--- config.mk ---
export PLATFORM = sky130hd
export DESIGN_NAME = ip_local_address_classifier_flat
export DESIGN_NICKNAME = d
export VERILOG_FILES = /design/src/design/lac_pkg.sv /design/src/design/lac_req_if.sv /design/src/design/lac_rsp_if.sv /design/src/design/lac_front.sv /design/src/design/lac_queue.sv /design/src/design/lac_back.sv /design/src/design/ip_local_address_classifier.sv /design/src/flat_wrapper.sv
export SDC_FILE = /design/constraint.sdc
export NUM_CORES = 1
export LEC_CHECK = 0
export BUFFER_PORTS_ARGS = -buffer_cell sky130_fd_sc_hd__clkbuf_2
export CORE_ASPECT_RATIO = 1.1
export CORE_MARGIN = 1.5
export CORE_UTILIZATION = 60
export CTS_BUF_LIST = sky130_fd_sc_hd__clkbuf_2
export DETAILED_ROUTE_END_ITERATION = 6
export GPL_ROUTABILITY_DRIVEN = 0
export GPL_TIMING_DRIVEN = 0
export PLACE_DENSITY = 0.81
export SETUP_SLACK_MARGIN = 0.3
export SYNTH_ARGS = -nofsm -noshare
export SYNTH_HDL_FRONTEND = slang
export SYNTH_SLANG_ARGS = --single-unit
--- constraint.sdc ---
create_clock -name clock -period 19.2 [get_ports clock]
set_input_delay 2.88 -clock clock [delete_from_list [all_inputs] [get_ports clock]]
set_output_delay 2.88 -clock clock [all_outputs]
set_load 0.05 [all_outputs]
--- src/design/lac_pkg.sv ---
// Shared types and constants of the IP local address classifier.
// No dependencies; every other source file uses this package.
package lac_pkg;

   localparam int NUM_IFACES = 8;
   localparam int IDX_W      = 3;
   localparam int ADDR_W     = 32;
   localparam int OP_W       = 2;
   localparam int CLS_W      = 2;
   localparam int FLAG_W     = 3;
   localparam int KIND_W     = 2;
   localparam int Q_DEPTH    = 2;

   localparam logic [IDX_W-1:0] LAST_IDX = IDX_W'(NUM_IFACES - 1);

   // operation codes
   localparam logic [OP_W-1:0] OP_WRITE    = 2'd0;
   localparam logic [OP_W-1:0] OP_CLASSIFY = 2'd1;
   localparam logic [OP_W-1:0] OP_FIND     = 2'd2;

   // address classes
   localparam logic [CLS_W-1:0] CLS_NONE  = 2'd0;
   localparam logic [CLS_W-1:0] CLS_BCAST = 2'd1;
   localparam logic [CLS_W-1:0] CLS_MINE  = 2'd2;

   // flag bit positions
   localparam int FLAG_UP   = 0;
   localparam int FLAG_LOOP = 1;
   localparam int FLAG_PTP  = 2;

   // job kinds passed from front to back
   localparam logic [KIND_W-1:0] KIND_WRITE = 2'd0;
   localparam logic [KIND_W-1:0] KIND_IMM   = 2'd1;
   localparam logic [KIND_W-1:0] KIND_CLS   = 2'd2;
   localparam logic [KIND_W-1:0] KIND_FIND  = 2'd3;

   localparam logic [ADDR_W-1:0] ALL_ONES = '1;
   localparam logic [7:0]        LOOP_NET = 8'h7F;
   localparam logic [ADDR_W-1:0] HOST_A   = 32'h00FF_FFFF;
   localparam logic [ADDR_W-1:0] HOST_B   = 32'h0000_FFFF;
   localparam logic [ADDR_W-1:0] HOST_C   = 32'h0000_00FF;

   typedef struct packed {
      logic [KIND_W-1:0] kind;
      logic [CLS_W-1:0]  imm_class;
      logic [IDX_W-1:0]  index;
      logic [ADDR_W-1:0] addr;
      logic [ADDR_W-1:0] mask;
      logic [ADDR_W-1:0] peer;
      logic [FLAG_W-1:0] flags;
      logic [ADDR_W-1:0] query;
      logic [ADDR_W-1:0] host;
   } lac_cmd_type;

endpackage

--- src/design/lac_req_if.sv ---
// Request channel: valid/ready handshake with the request beat payload.
// Depends on lac_pkg.
interface lac_req_if;
   logic                      valid;
   logic                      ready;
   logic [lac_pkg::OP_W-1:0]   operation;
   logic [lac_pkg::IDX_W-1:0]  entry_index;
   logic [lac_pkg::ADDR_W-1:0] entry_addr;
   logic [lac_pkg::ADDR_W-1:0] entry_mask;
   logic [lac_pkg::ADDR_W-1:0] entry_peer;
   logic                      entry_up;
   logic                      entry_loopback;
   logic                      entry_ptp;
   logic [lac_pkg::ADDR_W-1:0] query_addr;

   modport source (
      output valid, operation, entry_index, entry_addr, entry_mask, entry_peer,
      output entry_up, entry_loopback, entry_ptp, query_addr,
      input  ready
   );
   modport sink (
      input  valid, operation, entry_index, entry_addr, entry_mask, entry_peer,
      input  entry_up, entry_loopback, entry_ptp, query_addr,
      output ready
   );
endinterface

--- src/design/lac_rsp_if.sv ---
// Response channel: valid/ready handshake with the result beat payload.
// Depends on lac_pkg.
interface lac_rsp_if;
   logic                      valid;
   logic                      ready;
   logic [lac_pkg::CLS_W-1:0]  addr_class;
   logic                      found;
   logic [lac_pkg::IDX_W-1:0]  found_index;

   modport source (
      output valid, addr_class, found, found_index,
      input  ready
   );
   modport sink (
      input  valid, addr_class, found, found_index,
      output ready
   );
endinterface

--- src/design/lac_front.sv ---
// Front end: accepts request beats, settles fixed-answer cases and builds jobs.
// Depends on lac_pkg and lac_req_if.
module lac_front (
   lac_req_if.sink              req_if,
   output logic                 push_valid,
   input  logic                 push_ready,
   output lac_pkg::lac_cmd_type push_data
);
   import lac_pkg::*;

   logic [ADDR_W-1:0] q;

   assign q             = req_if.query_addr;
   assign push_valid    = req_if.valid;
   assign req_if.ready  = push_ready;

   always_comb begin
      push_data.kind      = KIND_IMM;
      push_data.imm_class = CLS_NONE;
      push_data.index     = req_if.entry_index;
      push_data.addr      = req_if.entry_addr;
      push_data.mask      = req_if.entry_mask;
      push_data.peer      = req_if.entry_peer;
      push_data.flags     = {req_if.entry_ptp, req_if.entry_loopback, req_if.entry_up};
      push_data.query     = q;
      // classful host part by the query's class; D and E count as C
      if (!q[ADDR_W-1]) begin
         push_data.host = HOST_A;
      end else if (!q[ADDR_W-2]) begin
         push_data.host = HOST_B;
      end else begin
         push_data.host = HOST_C;
      end
      case (req_if.operation)
         OP_WRITE: begin
            push_data.kind = KIND_WRITE;
         end
         OP_CLASSIFY: begin
            if (q == '0 || q == ALL_ONES) begin
               push_data.imm_class = CLS_BCAST;
            end else if (q[ADDR_W-1 -: 8] == LOOP_NET) begin
               push_data.imm_class = CLS_MINE;
            end else begin
               push_data.kind = KIND_CLS;
            end
         end
         OP_FIND: begin
            push_data.kind = KIND_FIND;
         end
         default: begin
            push_data.kind = KIND_IMM;
         end
      endcase
   end

endmodule

--- src/design/lac_queue.sv ---
// Short job queue between front and back end.
// Depends on lac_pkg.
module lac_queue (
   input  logic                 clock,
   input  logic                 reset,
   input  logic                 push_valid,
   output logic                 push_ready,
   input  lac_pkg::lac_cmd_type push_data,
   output logic                 pop_valid,
   input  logic                 pop_ready,
   output lac_pkg::lac_cmd_type pop_data
);
   import lac_pkg::*;

   localparam int PTR_W = (Q_DEPTH > 1) ? $clog2(Q_DEPTH) : 1;
   localparam int CNT_W = $clog2(Q_DEPTH + 1);

   lac_cmd_type       slot_ff [Q_DEPTH];
   logic [PTR_W-1:0]  wr_ptr_ff, wr_ptr_in;
   logic [PTR_W-1:0]  rd_ptr_ff, rd_ptr_in;
   logic [CNT_W-1:0]  count_ff, count_in;
   logic              push, pop;

   assign push_ready = (count_ff != CNT_W'(Q_DEPTH));
   assign pop_valid  = (count_ff != '0);
   assign pop_data   = slot_ff[rd_ptr_ff];
   assign push       = push_valid && push_ready;
   assign pop        = pop_valid && pop_ready;

   always_comb begin
      wr_ptr_in = wr_ptr_ff;
      rd_ptr_in = rd_ptr_ff;
      count_in  = count_ff;
      if (push) begin
         wr_ptr_in = (wr_ptr_ff == PTR_W'(Q_DEPTH - 1)) ? '0 : wr_ptr_ff + 1'b1;
      end
      if (pop) begin
         rd_ptr_in = (rd_ptr_ff == PTR_W'(Q_DEPTH - 1)) ? '0 : rd_ptr_ff + 1'b1;
      end
      if (push && !pop) begin
         count_in = count_ff + 1'b1;
      end else if (pop && !push) begin
         count_in = count_ff - 1'b1;
      end
   end

   always_ff @(posedge clock) begin
      if (reset) begin
         wr_ptr_ff <= '0;
         rd_ptr_ff <= '0;
         count_ff  <= '0;
      end else begin
         wr_ptr_ff <= wr_ptr_in;
         rd_ptr_ff <= rd_ptr_in;
         count_ff  <= count_in;
      end
   end

   always_ff @(posedge clock) begin
      if (push) begin
         slot_ff[wr_ptr_ff] <= push_data;
      end
   end

endmodule

--- src/design/lac_back.sv ---
// Back end: interface table, one-entry-per-cycle scan and result register.
// Depends on lac_pkg and lac_rsp_if.
module lac_back (
   input  logic                 clock,
   input  logic                 reset,
   input  logic                 pop_valid,
   output logic                 pop_ready,
   input  lac_pkg::lac_cmd_type pop_data,
   lac_rsp_if.source            rsp_if
);
   import lac_pkg::*;

   localparam logic ST_IDLE = 1'b0;
   localparam logic ST_SCAN = 1'b1;

   logic [ADDR_W-1:0] addr_ff  [NUM_IFACES];
   logic [ADDR_W-1:0] mask_ff  [NUM_IFACES];
   logic [ADDR_W-1:0] peer_ff  [NUM_IFACES];
   logic [FLAG_W-1:0] flags_ff [NUM_IFACES];

   logic              state_ff, state_in;
   lac_cmd_type       job_ff;
   logic [IDX_W-1:0]  scan_ff, scan_in;
   logic              np_found_ff, np_found_in;
   logic [IDX_W-1:0]  np_idx_ff, np_idx_in;

   logic              rsp_valid_ff, rsp_valid_in;
   logic [CLS_W-1:0]  rsp_class_ff, rsp_class_in;
   logic              rsp_found_ff, rsp_found_in;
   logic [IDX_W-1:0]  rsp_idx_ff, rsp_idx_in;

   logic              out_free, rsp_load, pop, is_scan_job, do_write;
   logic [ADDR_W-1:0] a, m, p, q;
   logic [FLAG_W-1:0] f;
   logic              up, net_eq, cls_mine, cls_bc, ptp_hit, np_hit, last, scan_done;

   assign out_free    = !rsp_valid_ff || rsp_if.ready;
   assign is_scan_job = (pop_data.kind == KIND_CLS) || (pop_data.kind == KIND_FIND);
   assign pop_ready   = (state_ff == ST_IDLE) && (is_scan_job || out_free);
   assign pop         = pop_valid && pop_ready;
   assign do_write    = pop && (pop_data.kind == KIND_WRITE)
                        && (int'(pop_data.index) < NUM_IFACES);

   // current table entry under test
   assign a  = addr_ff[scan_ff];
   assign m  = mask_ff[scan_ff];
   assign p  = peer_ff[scan_ff];
   assign f  = flags_ff[scan_ff];
   assign q  = job_ff.query;
   assign up = f[FLAG_UP];

   assign net_eq   = ((q ^ a) & m) == '0;
   assign cls_mine = up && (a == '0 || q == a);
   assign cls_bc   = up && ((net_eq && ((q & ~m) == '0 || (q | m) == ALL_ONES))
                            || q == (a | job_ff.host));
   assign ptp_hit  = up && f[FLAG_PTP] && (q == p);
   assign np_hit   = up && !f[FLAG_PTP] && (f[FLAG_LOOP] ? (q == a) : net_eq);
   assign last     = (scan_ff == LAST_IDX);
   assign scan_done = (job_ff.kind == KIND_CLS) ? (cls_mine || cls_bc || last)
                                               : (ptp_hit || last);

   always_comb begin
      state_in     = state_ff;
      scan_in      = scan_ff;
      np_found_in  = np_found_ff;
      np_idx_in    = np_idx_ff;
      rsp_load     = 1'b0;
      rsp_class_in = CLS_NONE;
      rsp_found_in = 1'b0;
      rsp_idx_in   = '0;
      case (state_ff)
         ST_IDLE: begin
            if (pop) begin
               if (is_scan_job) begin
                  state_in    = ST_SCAN;
                  scan_in     = '0;
                  np_found_in = 1'b0;
                  np_idx_in   = '0;
               end else begin
                  rsp_load     = 1'b1;
                  rsp_class_in = (pop_data.kind == KIND_IMM) ? pop_data.imm_class : CLS_NONE;
               end
            end
         end
         ST_SCAN: begin
            if (scan_done) begin
               if (out_free) begin
                  rsp_load = 1'b1;
                  state_in = ST_IDLE;
                  if (job_ff.kind == KIND_CLS) begin
                     rsp_class_in = cls_mine ? CLS_MINE : (cls_bc ? CLS_BCAST : CLS_NONE);
                  end else if (ptp_hit) begin
                     rsp_found_in = 1'b1;
                     rsp_idx_in   = scan_ff;
                  end else if (np_found_ff) begin
                     rsp_found_in = 1'b1;
                     rsp_idx_in   = np_idx_ff;
                  end else if (np_hit) begin
                     rsp_found_in = 1'b1;
                     rsp_idx_in   = scan_ff;
                  end
               end
            end else begin
               scan_in = scan_ff + 1'b1;
               if (job_ff.kind == KIND_FIND && np_hit && !np_found_ff) begin
                  np_found_in = 1'b1;
                  np_idx_in   = scan_ff;
               end
            end
         end
         default: begin
            state_in = ST_IDLE;
         end
      endcase
      rsp_valid_in = rsp_load || (rsp_valid_ff && !rsp_if.ready);
   end

   always_ff @(posedge clock) begin
      if (reset) begin
         state_ff     <= ST_IDLE;
         rsp_valid_ff <= 1'b0;
         for (int i = 0; i < NUM_IFACES; i++) begin
            flags_ff[i] <= '0;
         end
      end else begin
         state_ff     <= state_in;
         rsp_valid_ff <= rsp_valid_in;
         if (do_write) begin
            flags_ff[pop_data.index] <= pop_data.flags;
         end
      end
   end

   always_ff @(posedge clock) begin
      scan_ff     <= scan_in;
      np_found_ff <= np_found_in;
      np_idx_ff   <= np_idx_in;
      if (pop) begin
         job_ff <= pop_data;
      end
      if (do_write) begin
         addr_ff[pop_data.index] <= pop_data.addr;
         mask_ff[pop_data.index] <= pop_data.mask;
         peer_ff[pop_data.index] <= pop_data.peer;
      end
      if (rsp_load) begin
         rsp_class_ff <= rsp_class_in;
         rsp_found_ff <= rsp_found_in;
         rsp_idx_ff   <= rsp_idx_in;
      end
   end

   assign rsp_if.valid       = rsp_valid_ff;
   assign rsp_if.addr_class  = rsp_class_ff;
   assign rsp_if.found       = rsp_found_ff;
   assign rsp_if.found_index = rsp_idx_ff;

`ifndef SYNTH
   a_load_only_when_free: assert property (@(posedge clock) disable iff (reset)
      rsp_load |-> out_free)
      else $error("result loaded over an untaken beat");

   a_pop_only_idle: assert property (@(posedge clock) disable iff (reset)
      pop |-> state_ff == ST_IDLE)
      else $error("job taken while scanning");

   a_scan_enters_at_zero: assert property (@(posedge clock) disable iff (reset)
      (pop && is_scan_job) |=> (state_ff == ST_SCAN && scan_ff == '0))
      else $error("scan did not start at first entry");

   a_class_xor_found: assert property (@(posedge clock) disable iff (reset)
      rsp_valid_ff |-> !(rsp_found_ff && rsp_class_ff != CLS_NONE))
      else $error("result carries both a class and a found index");

   a_not_found_zero_idx: assert property (@(posedge clock) disable iff (reset)
      (rsp_valid_ff && !rsp_found_ff) |-> rsp_idx_ff == '0)
      else $error("index set without a hit");
`endif

endmodule

--- src/design/ip_local_address_classifier.sv ---
// IP local address classifier. A request beat either loads one of eight
// interface entries (address, mask, peer, up/loopback/point-to-point flags),
// classifies an address as broadcast, own address or neither, or finds the
// interface that reaches an address; every beat gives exactly one response.
// Writes, unknown operations and the fixed cases of classify (all zeros,
// all ones, 127/8) pass the two-deep job queue and skip the table scan.
// Table lookups walk the entries in index order, one entry per cycle in the
// back end's compare stage: classify stops at the first deciding entry, find
// at the first point-to-point peer hit or at the last entry, and the final step
// waits while the previous response is untaken. The queue keeps accepting while
// the back end scans or a response waits to be taken, until both of its slots
// hold jobs.
// Depends on lac_pkg, lac_req_if, lac_rsp_if, lac_front, lac_queue, lac_back.
module ip_local_address_classifier (
   input  logic     clock,
   input  logic     reset,
   lac_req_if.sink   req_if,
   lac_rsp_if.source rsp_if
);
   import lac_pkg::*;

   logic        push_valid, push_ready, pop_valid, pop_ready;
   lac_cmd_type push_data, pop_data;

   lac_front u_front (
      .req_if     (req_if),
      .push_valid (push_valid),
      .push_ready (push_ready),
      .push_data  (push_data)
   );

   lac_queue u_queue (
      .clock      (clock),
      .reset      (reset),
      .push_valid (push_valid),
      .push_ready (push_ready),
      .push_data  (push_data),
      .pop_valid  (pop_valid),
      .pop_ready  (pop_ready),
      .pop_data   (pop_data)
   );

   lac_back u_back (
      .clock     (clock),
      .reset     (reset),
      .pop_valid (pop_valid),
      .pop_ready (pop_ready),
      .pop_data  (pop_data),
      .rsp_if    (rsp_if)
   );

endmodule

--- src/flat_wrapper.sv ---
// flat-port wrapper written by rule: the top's interface ports become plain ports
module ip_local_address_classifier_flat import lac_pkg::*;
  (clock, reset, req_if_valid, req_if_operation, req_if_entry_index, req_if_entry_addr, req_if_entry_mask, req_if_entry_peer, req_if_entry_up, req_if_entry_loopback, req_if_entry_ptp, req_if_query_addr, req_if_ready, rsp_if_valid, rsp_if_addr_class, rsp_if_found, rsp_if_found_index, rsp_if_ready);
  lac_req_if req_if_i ();
  lac_rsp_if rsp_if_i ();
  input  logic clock;
  input  logic reset;
  input wire logic [$bits(req_if_i.valid)-1:0] req_if_valid;
  input wire logic [$bits(req_if_i.operation)-1:0] req_if_operation;
  input wire logic [$bits(req_if_i.entry_index)-1:0] req_if_entry_index;
  input wire logic [$bits(req_if_i.entry_addr)-1:0] req_if_entry_addr;
  input wire logic [$bits(req_if_i.entry_mask)-1:0] req_if_entry_mask;
  input wire logic [$bits(req_if_i.entry_peer)-1:0] req_if_entry_peer;
  input wire logic [$bits(req_if_i.entry_up)-1:0] req_if_entry_up;
  input wire logic [$bits(req_if_i.entry_loopback)-1:0] req_if_entry_loopback;
  input wire logic [$bits(req_if_i.entry_ptp)-1:0] req_if_entry_ptp;
  input wire logic [$bits(req_if_i.query_addr)-1:0] req_if_query_addr;
  output wire logic [$bits(req_if_i.ready)-1:0] req_if_ready;
  output wire logic [$bits(rsp_if_i.valid)-1:0] rsp_if_valid;
  output wire logic [$bits(rsp_if_i.addr_class)-1:0] rsp_if_addr_class;
  output wire logic [$bits(rsp_if_i.found)-1:0] rsp_if_found;
  output wire logic [$bits(rsp_if_i.found_index)-1:0] rsp_if_found_index;
  input wire logic [$bits(rsp_if_i.ready)-1:0] rsp_if_ready;
  assign req_if_i.valid = req_if_valid;
  assign req_if_i.operation = req_if_operation;
  assign req_if_i.entry_index = req_if_entry_index;
  assign req_if_i.entry_addr = req_if_entry_addr;
  assign req_if_i.entry_mask = req_if_entry_mask;
  assign req_if_i.entry_peer = req_if_entry_peer;
  assign req_if_i.entry_up = req_if_entry_up;
  assign req_if_i.entry_loopback = req_if_entry_loopback;
  assign req_if_i.entry_ptp = req_if_entry_ptp;
  assign req_if_i.query_addr = req_if_query_addr;
  assign req_if_ready = req_if_i.ready;
  assign rsp_if_valid = rsp_if_i.valid;
  assign rsp_if_addr_class = rsp_if_i.addr_class;
  assign rsp_if_found = rsp_if_i.found;
  assign rsp_if_found_index = rsp_if_i.found_index;
  assign rsp_if_i.ready = rsp_if_ready;
  ip_local_address_classifier u_core (.clock(clock), .reset(reset), .req_if(req_if_i), .rsp_if(rsp_if_i));
endmodule
After elaboration in Yosys (flattened, before gate mapping). Memory sizes are Yosys's and may differ from the RTL's. A register that Yosys moved wholly into a read port is not among the register bits. Cells that the tools add are included.

Memories: 5. Output and inout port bits: 8. Input bits: 140. Logic and storage cells: 165. Bits in registers: 85. Memory bits (writable): 1116.

Add/sub/neg operators: 5. Reductions and logical operators: 45. Bitwise logic cells: 9. Mux-type cells: 68. Eq/ne operators: 19.

Memory list: u_core.u_queue.slot_ff (words 2, width 162, rd ports 1, clocked after Yosys merged registers in 1, wr ports 1, RTL line lac_queue.sv:18) `lac_cmd_type slot_ff [Q_DEPTH];`; u_core.u_back.addr_ff (words 8, width 32, rd ports 1, clocked after Yosys merged registers in 1, wr ports 1, RTL line lac_back.sv:16) `logic [ADDR_W-1:0] addr_ff [NUM_IFACES];`; u_core.u_back.mask_ff (words 8, width 32, rd ports 1, clocked after Yosys merged registers in 1, wr ports 1, RTL line lac_back.sv:17) `logic [ADDR_W-1:0] mask_ff [NUM_IFACES];`; u_core.u_back.peer_ff (words 8, width 32, rd ports 1, clocked after Yosys merged registers in 1, wr ports 1, RTL line lac_back.sv:18) `logic [ADDR_W-1:0] peer_ff [NUM_IFACES];`; u_core.u_back.flags_ff (words 8, width 3, rd ports 1, clocked after Yosys merged registers in 1, wr ports 8, RTL line lac_back.sv:19) `logic [FLAG_W-1:0] flags_ff [NUM_IFACES];`.

Operators with widths (number): 32-bit zero test (4); 32-bit == test (3); 32-bit AND (2); 32-bit == test, second input constant (2); 32-bit bitwise OR (2); 3-bit 2-to-1 mux (14); 32-bit NOT (1); 32-bit XOR (1); 1-bit 2-to-1 mux (31); 2-bit 2-to-1 mux (14); 24-bit 2-to-1 mux (1); 1-bit logical AND (16); 16-bit 2-to-1 mux (1); 3-bit one-hot mux with 2 select lines (2); 1-bit logical OR (11); 2-bit == test, second input constant (5); 8-bit by 7-bit == test with 1-bit output, second input constant (1); 2-bit inequality test, second input constant (4); 1-bit zero test (6); 1-bit one-hot mux with 2 select lines (3); 2-bit one-hot mux with 3 select lines (1); 2-bit by 1-bit == test with 1-bit output, second input constant (2); 2-bit zero test (2); 2-bit one-hot mux with 2 select lines (1); other kinds (12) (16).

Longest topological paths before layout.
Word-level depth: 13. Depth in mapped cells: 16. Mapped depth without buffers: 10.

Cells and area by module. A second synthesis with hierarchy kept.

Cells, all modules: 2637. Area, all modules: 49796.5 um2.

By module, submodules not included: lac_back (instances 1, area an instance 35383.9 um2, cells an instance 1879, seq. area each 26255.2 um2); lac_queue (instances 1, area an instance 12892.4 um2, cells an instance 553, seq. area each 10309.9 um2); lac_front (instances 1, area an instance 1520.2 um2, cells an instance 205, seq. area each 0.0 um2).

Worst setup path after synthesis. No wires, ideal clock.

Path type: input-to-reg. Start: input port rsp_if_ready. End: memory u_core.u_back.flags_ff[6][0], enable pin. Required time: 18856 ps. Setup time: 344 ps. Data arrival time: 15747 ps. Cell stages on the path: 5. Slack: 3109 ps. Cells stage by stage: nor2b_1 a21oi_1 nand2_1 nor4_1 or2_2.

RTL lines: start, declared (RTL line flat_wrapper.sv:23) `input wire logic [$bits(rsp_if_i.ready)-1:0] rsp_if_ready;`; end, declared (RTL line lac_back.sv:19).

==> flow_summary.yaml <==
run_status:
  status: "complete, but fails checks"
  violations: "design-rule violations"
drt:
  num_vias: 25400
  first_pass_iters: 7
  ant_nets: 0
  first_iter_violations: 3381
  post-route-drc-count: 152
  wl_um: 113000
  via_per_inst: 6.48
  avgRoutedWirePerCell_um: 28.9
sta:
  skew_ps: 193
  hold_violations: 0
  tns_ps: 0
  tightest_slew_ps: 1230
  setup_viol: 0
  max-slew-margin-rel: 0.183
  clock.fmax_mhz: 178
  rsz0062_at_grt: "no"
  finalCriticalPeriod_ps: 5610
  fin_crit_sh: 0.292
  slew_violations: 0
synthesis:
  synthesis.area_um2: 44700
  yosys.area.top_type: "edfxtp_1"
  ys.flop_type: "edfxtp_1"
  synth_nets: 2452
  syn_inst: 2309
  ys_types: 77
  synth_edf_count: 1121
  avgSynthCellArea_um2: 19.3
  synth_top_area_share: 0.754
  synth_area_leaders: "edfxtp_1, mux4_2, mux2_2"
  yosysSeqAreaShare: 0.758
  ys_async_sr_fraction: 0
  synth_warnings: 0
  ys_seq_elements: 1131
clock_network:
  htreeDepth: 5
  tritoncts: "built"
  hold_buffers: 0
  root_buffer: "clkbuf_2"
  clkLatencyLatePin_ps: 1560
  cts.repair.resized: 0
  numCtsBuffers: 282
  clk_pin_slew_ps: 110
  clockBufferDepth: 4
  clock_sinks: 1131
  post_cts_buffers: 0
floorplanning:
  start_util: 0.608
  die_y_um: 289
  die-area_um2: 76100
  core-area_um2: 73400
  die_w_um: 263
  fp-row-count: 104
  io_pins: 148
pwr:
  p_per_area_nw_per_um2: 144
  leakage_nw: 16.9
  peakVddDrop_v: 0.0000788
setup_path:
  path_max_fanout: 10
  cp-start-kind: "register"
  cp_data_required_time_ps: 20240
  path_class: "reg -> reg"
  timing.rr.end: "u_core.u_back.rsp_if.addr_class[0]"
  crit_path_end_kind: "register"
  rr_worst_depth: 14
  ff2ff_setup_slack_ps: 13590
  crit_arrival_ps: 6650
grt:
  grt_busiest_layer: "met2"
  overflow: 0
  grt_pass1_wl_um: 164000
  grt_antenna_before_repair: 3
  grt_use_met1: 0.370
  use_met2: 0.493
  grt_pass1_vias: 26000
  use_met3: 0.0828
  track_usage: 0.301
  grt_max_degree: 59
worst_hold_path:
  holdPathStages: 0
  hp-class: "reg -> reg"
  min_to: "u_core.u_back.np_found_ff"
  worstHoldStart: "u_core.u_back.state_ff"
placement:
  placed_area_um2: 47300
  io_buffers: 147
  place_hpwl_um: 75100
finish:
  syn_to_final_growth_pct: 11.0
  design_area_um2: 49600
  drive_above_1_share: 0.334
  nets: 2933
flow_run:
  drv_cap: 0
-- flip-flops by register name, summed over array words and instances (netlist names), 3 cells and up, named ones only --
signal and flops:
u_core.u_back.rsp_if.found_index 3, u_core.u_back.addr_ff 256, u_core.u_back.np_idx_ff 3, u_core.u_back.scan_ff 3, u_core.u_back.peer_ff 256, u_core.u_back.job_ff 4, u_core.u_back.q 32, u_core.u_back.mask_ff 256
u_core.u_back.flags_ff 24, u_core.u_queue.slot_ff 280
-- placed cells by master, fill, tap and decap left out, types with 14 or more instances in the layout --
cell	n
clkbuf_1	24
a21oi_1	17
mux4_2	114
clkinv_1	54
buf_1	16
nand2_1	61
a221oi_1	14
nor2_1	59
mux2_2	194
o22ai_1	42
inv_1	37
nand2b_1	21
nor3_1	27
buf_4	48
clkbuf_2	536
nand4_1	28
a22oi_1	50
edfxtp_1	1121
buf_2	30
xnor2_1	44
nor4_1	21
o21ai_0	25
mux2i_1	173
-- per-stage QoR --
step                      setup slack (ps)   util  cells  total power, mW  hold WS (ps)
after detailed placement             12560  0.645   3460             5.65           428
after global routing                 13040  0.675   3919             7.39           499
after floorplan                       3110      -   2309             4.81           406
after global placement               -8790  0.635   3410             5.59           418
final                                13590  0.675   3919             7.15           467
after CTS                            13780  0.675   3910             7.09           466
-- cells by family after synthesis --
family | share of synthesized area
adders and majority gates | 0.000841
buffers and inverters | 0.0154
muxes | 0.147
AOI/OAI and AO/OA | 0.0334
DFF | 0.758
and+or+nand+nor | 0.0336
xor gates and xnor gates | 0.0113
-- synth_stat cells, types with 4 or more instances --
cell and instances:
edfxtp_1 1121, nand2_1 61, a22oi_1 50, nand2b_1 21, dfxtp_1 10, xnor2_1 44, o21ai_0 25, o22ai_1 42
xor2_1 12, a22o_1 5, mux2_2 194, o2111ai_1 4, buf_6 5, mux4_2 114, a211oi_1 7, o2bb2ai_1 4
clkbuf_1 24, buf_2 30, a221oi_1 14, and2_1 6, and3_1 11, nand3_1 8, a21oi_1 18, inv_1 40
or2_2 7, buf_4 17, nand4_1 28, mux2i_1 173, o21a_1 4, a2111oi_0 4, nor2b_1 12, nor3_1 27
nor2_1 60, nor4_1 23, buf_1 17
-- worst max path at each step --
stage | slack, ps | from | depth (start not counted) | end
after CTS | 13780 | register | 15 | u_core.u_back.rsp_if.addr_class[0]
after detailed placement | 12560 | rsp_if_ready | 11 | u_core.u_back.peer_ff[6][16]
after global routing | 13040 | register | 14 | u_core.u_back.rsp_if.found
after global placement | -8790 | rsp_if_ready | 6 | u_core.u_back.flags_ff[6][0]
final | 13590 | register | 14 | u_core.u_back.rsp_if.addr_class[0]
after floorplan | 3110 | rsp_if_ready | 5 | u_core.u_back.flags_ff[6][0]
-- layer usage --
metal / part of all wire / up-vias
met4: 0.051 / 0
met2: 0.49 / 1803
met3: 0.11 / 384
met5: 0 / -
met1: 0.35 / 12700
li1: - / 10500
-- final cells by class --
type | count | area [um2]
Fill cell | 4683 | 23800
Timing Repair Buffer | 197 | 1400
Clock inverter | 62 | 292
Buffer | 96 | 534
Inverter | 41 | 169
Tap cell | 954 | 1190
Sequential cell | 1131 | 33900
Clock buffer | 388 | 1940
Multi-Input combinational cell | 1041 | 10200
Antenna cell | 9 | 22.5
-- worst max-delay path, cell delays in order (launching register included) --
cell,delay (ps)
dfxtp_1,430
buf_4,230
buf_4,230
buf_6,190
buf_2,360
buf_2,450
mux2i_1,140
a221oi_1,790
inv_1,300
a2111oi_0,550
nand4_1,180
o22ai_1,320
a32o_1,360
nor2_1,190
o21ai_1,470
-- report_power, final --
group,total [mW],switching [mW],internal (mW),leakage (nW)
registers,3.28,0.148,3.13,10.3
logic,2.42,1.55,0.868,4.82
clock network,1.46,0.895,0.563,1.75
total,7.15,2.59,4.56,16.9
Power figures use the tool's default switching activity.
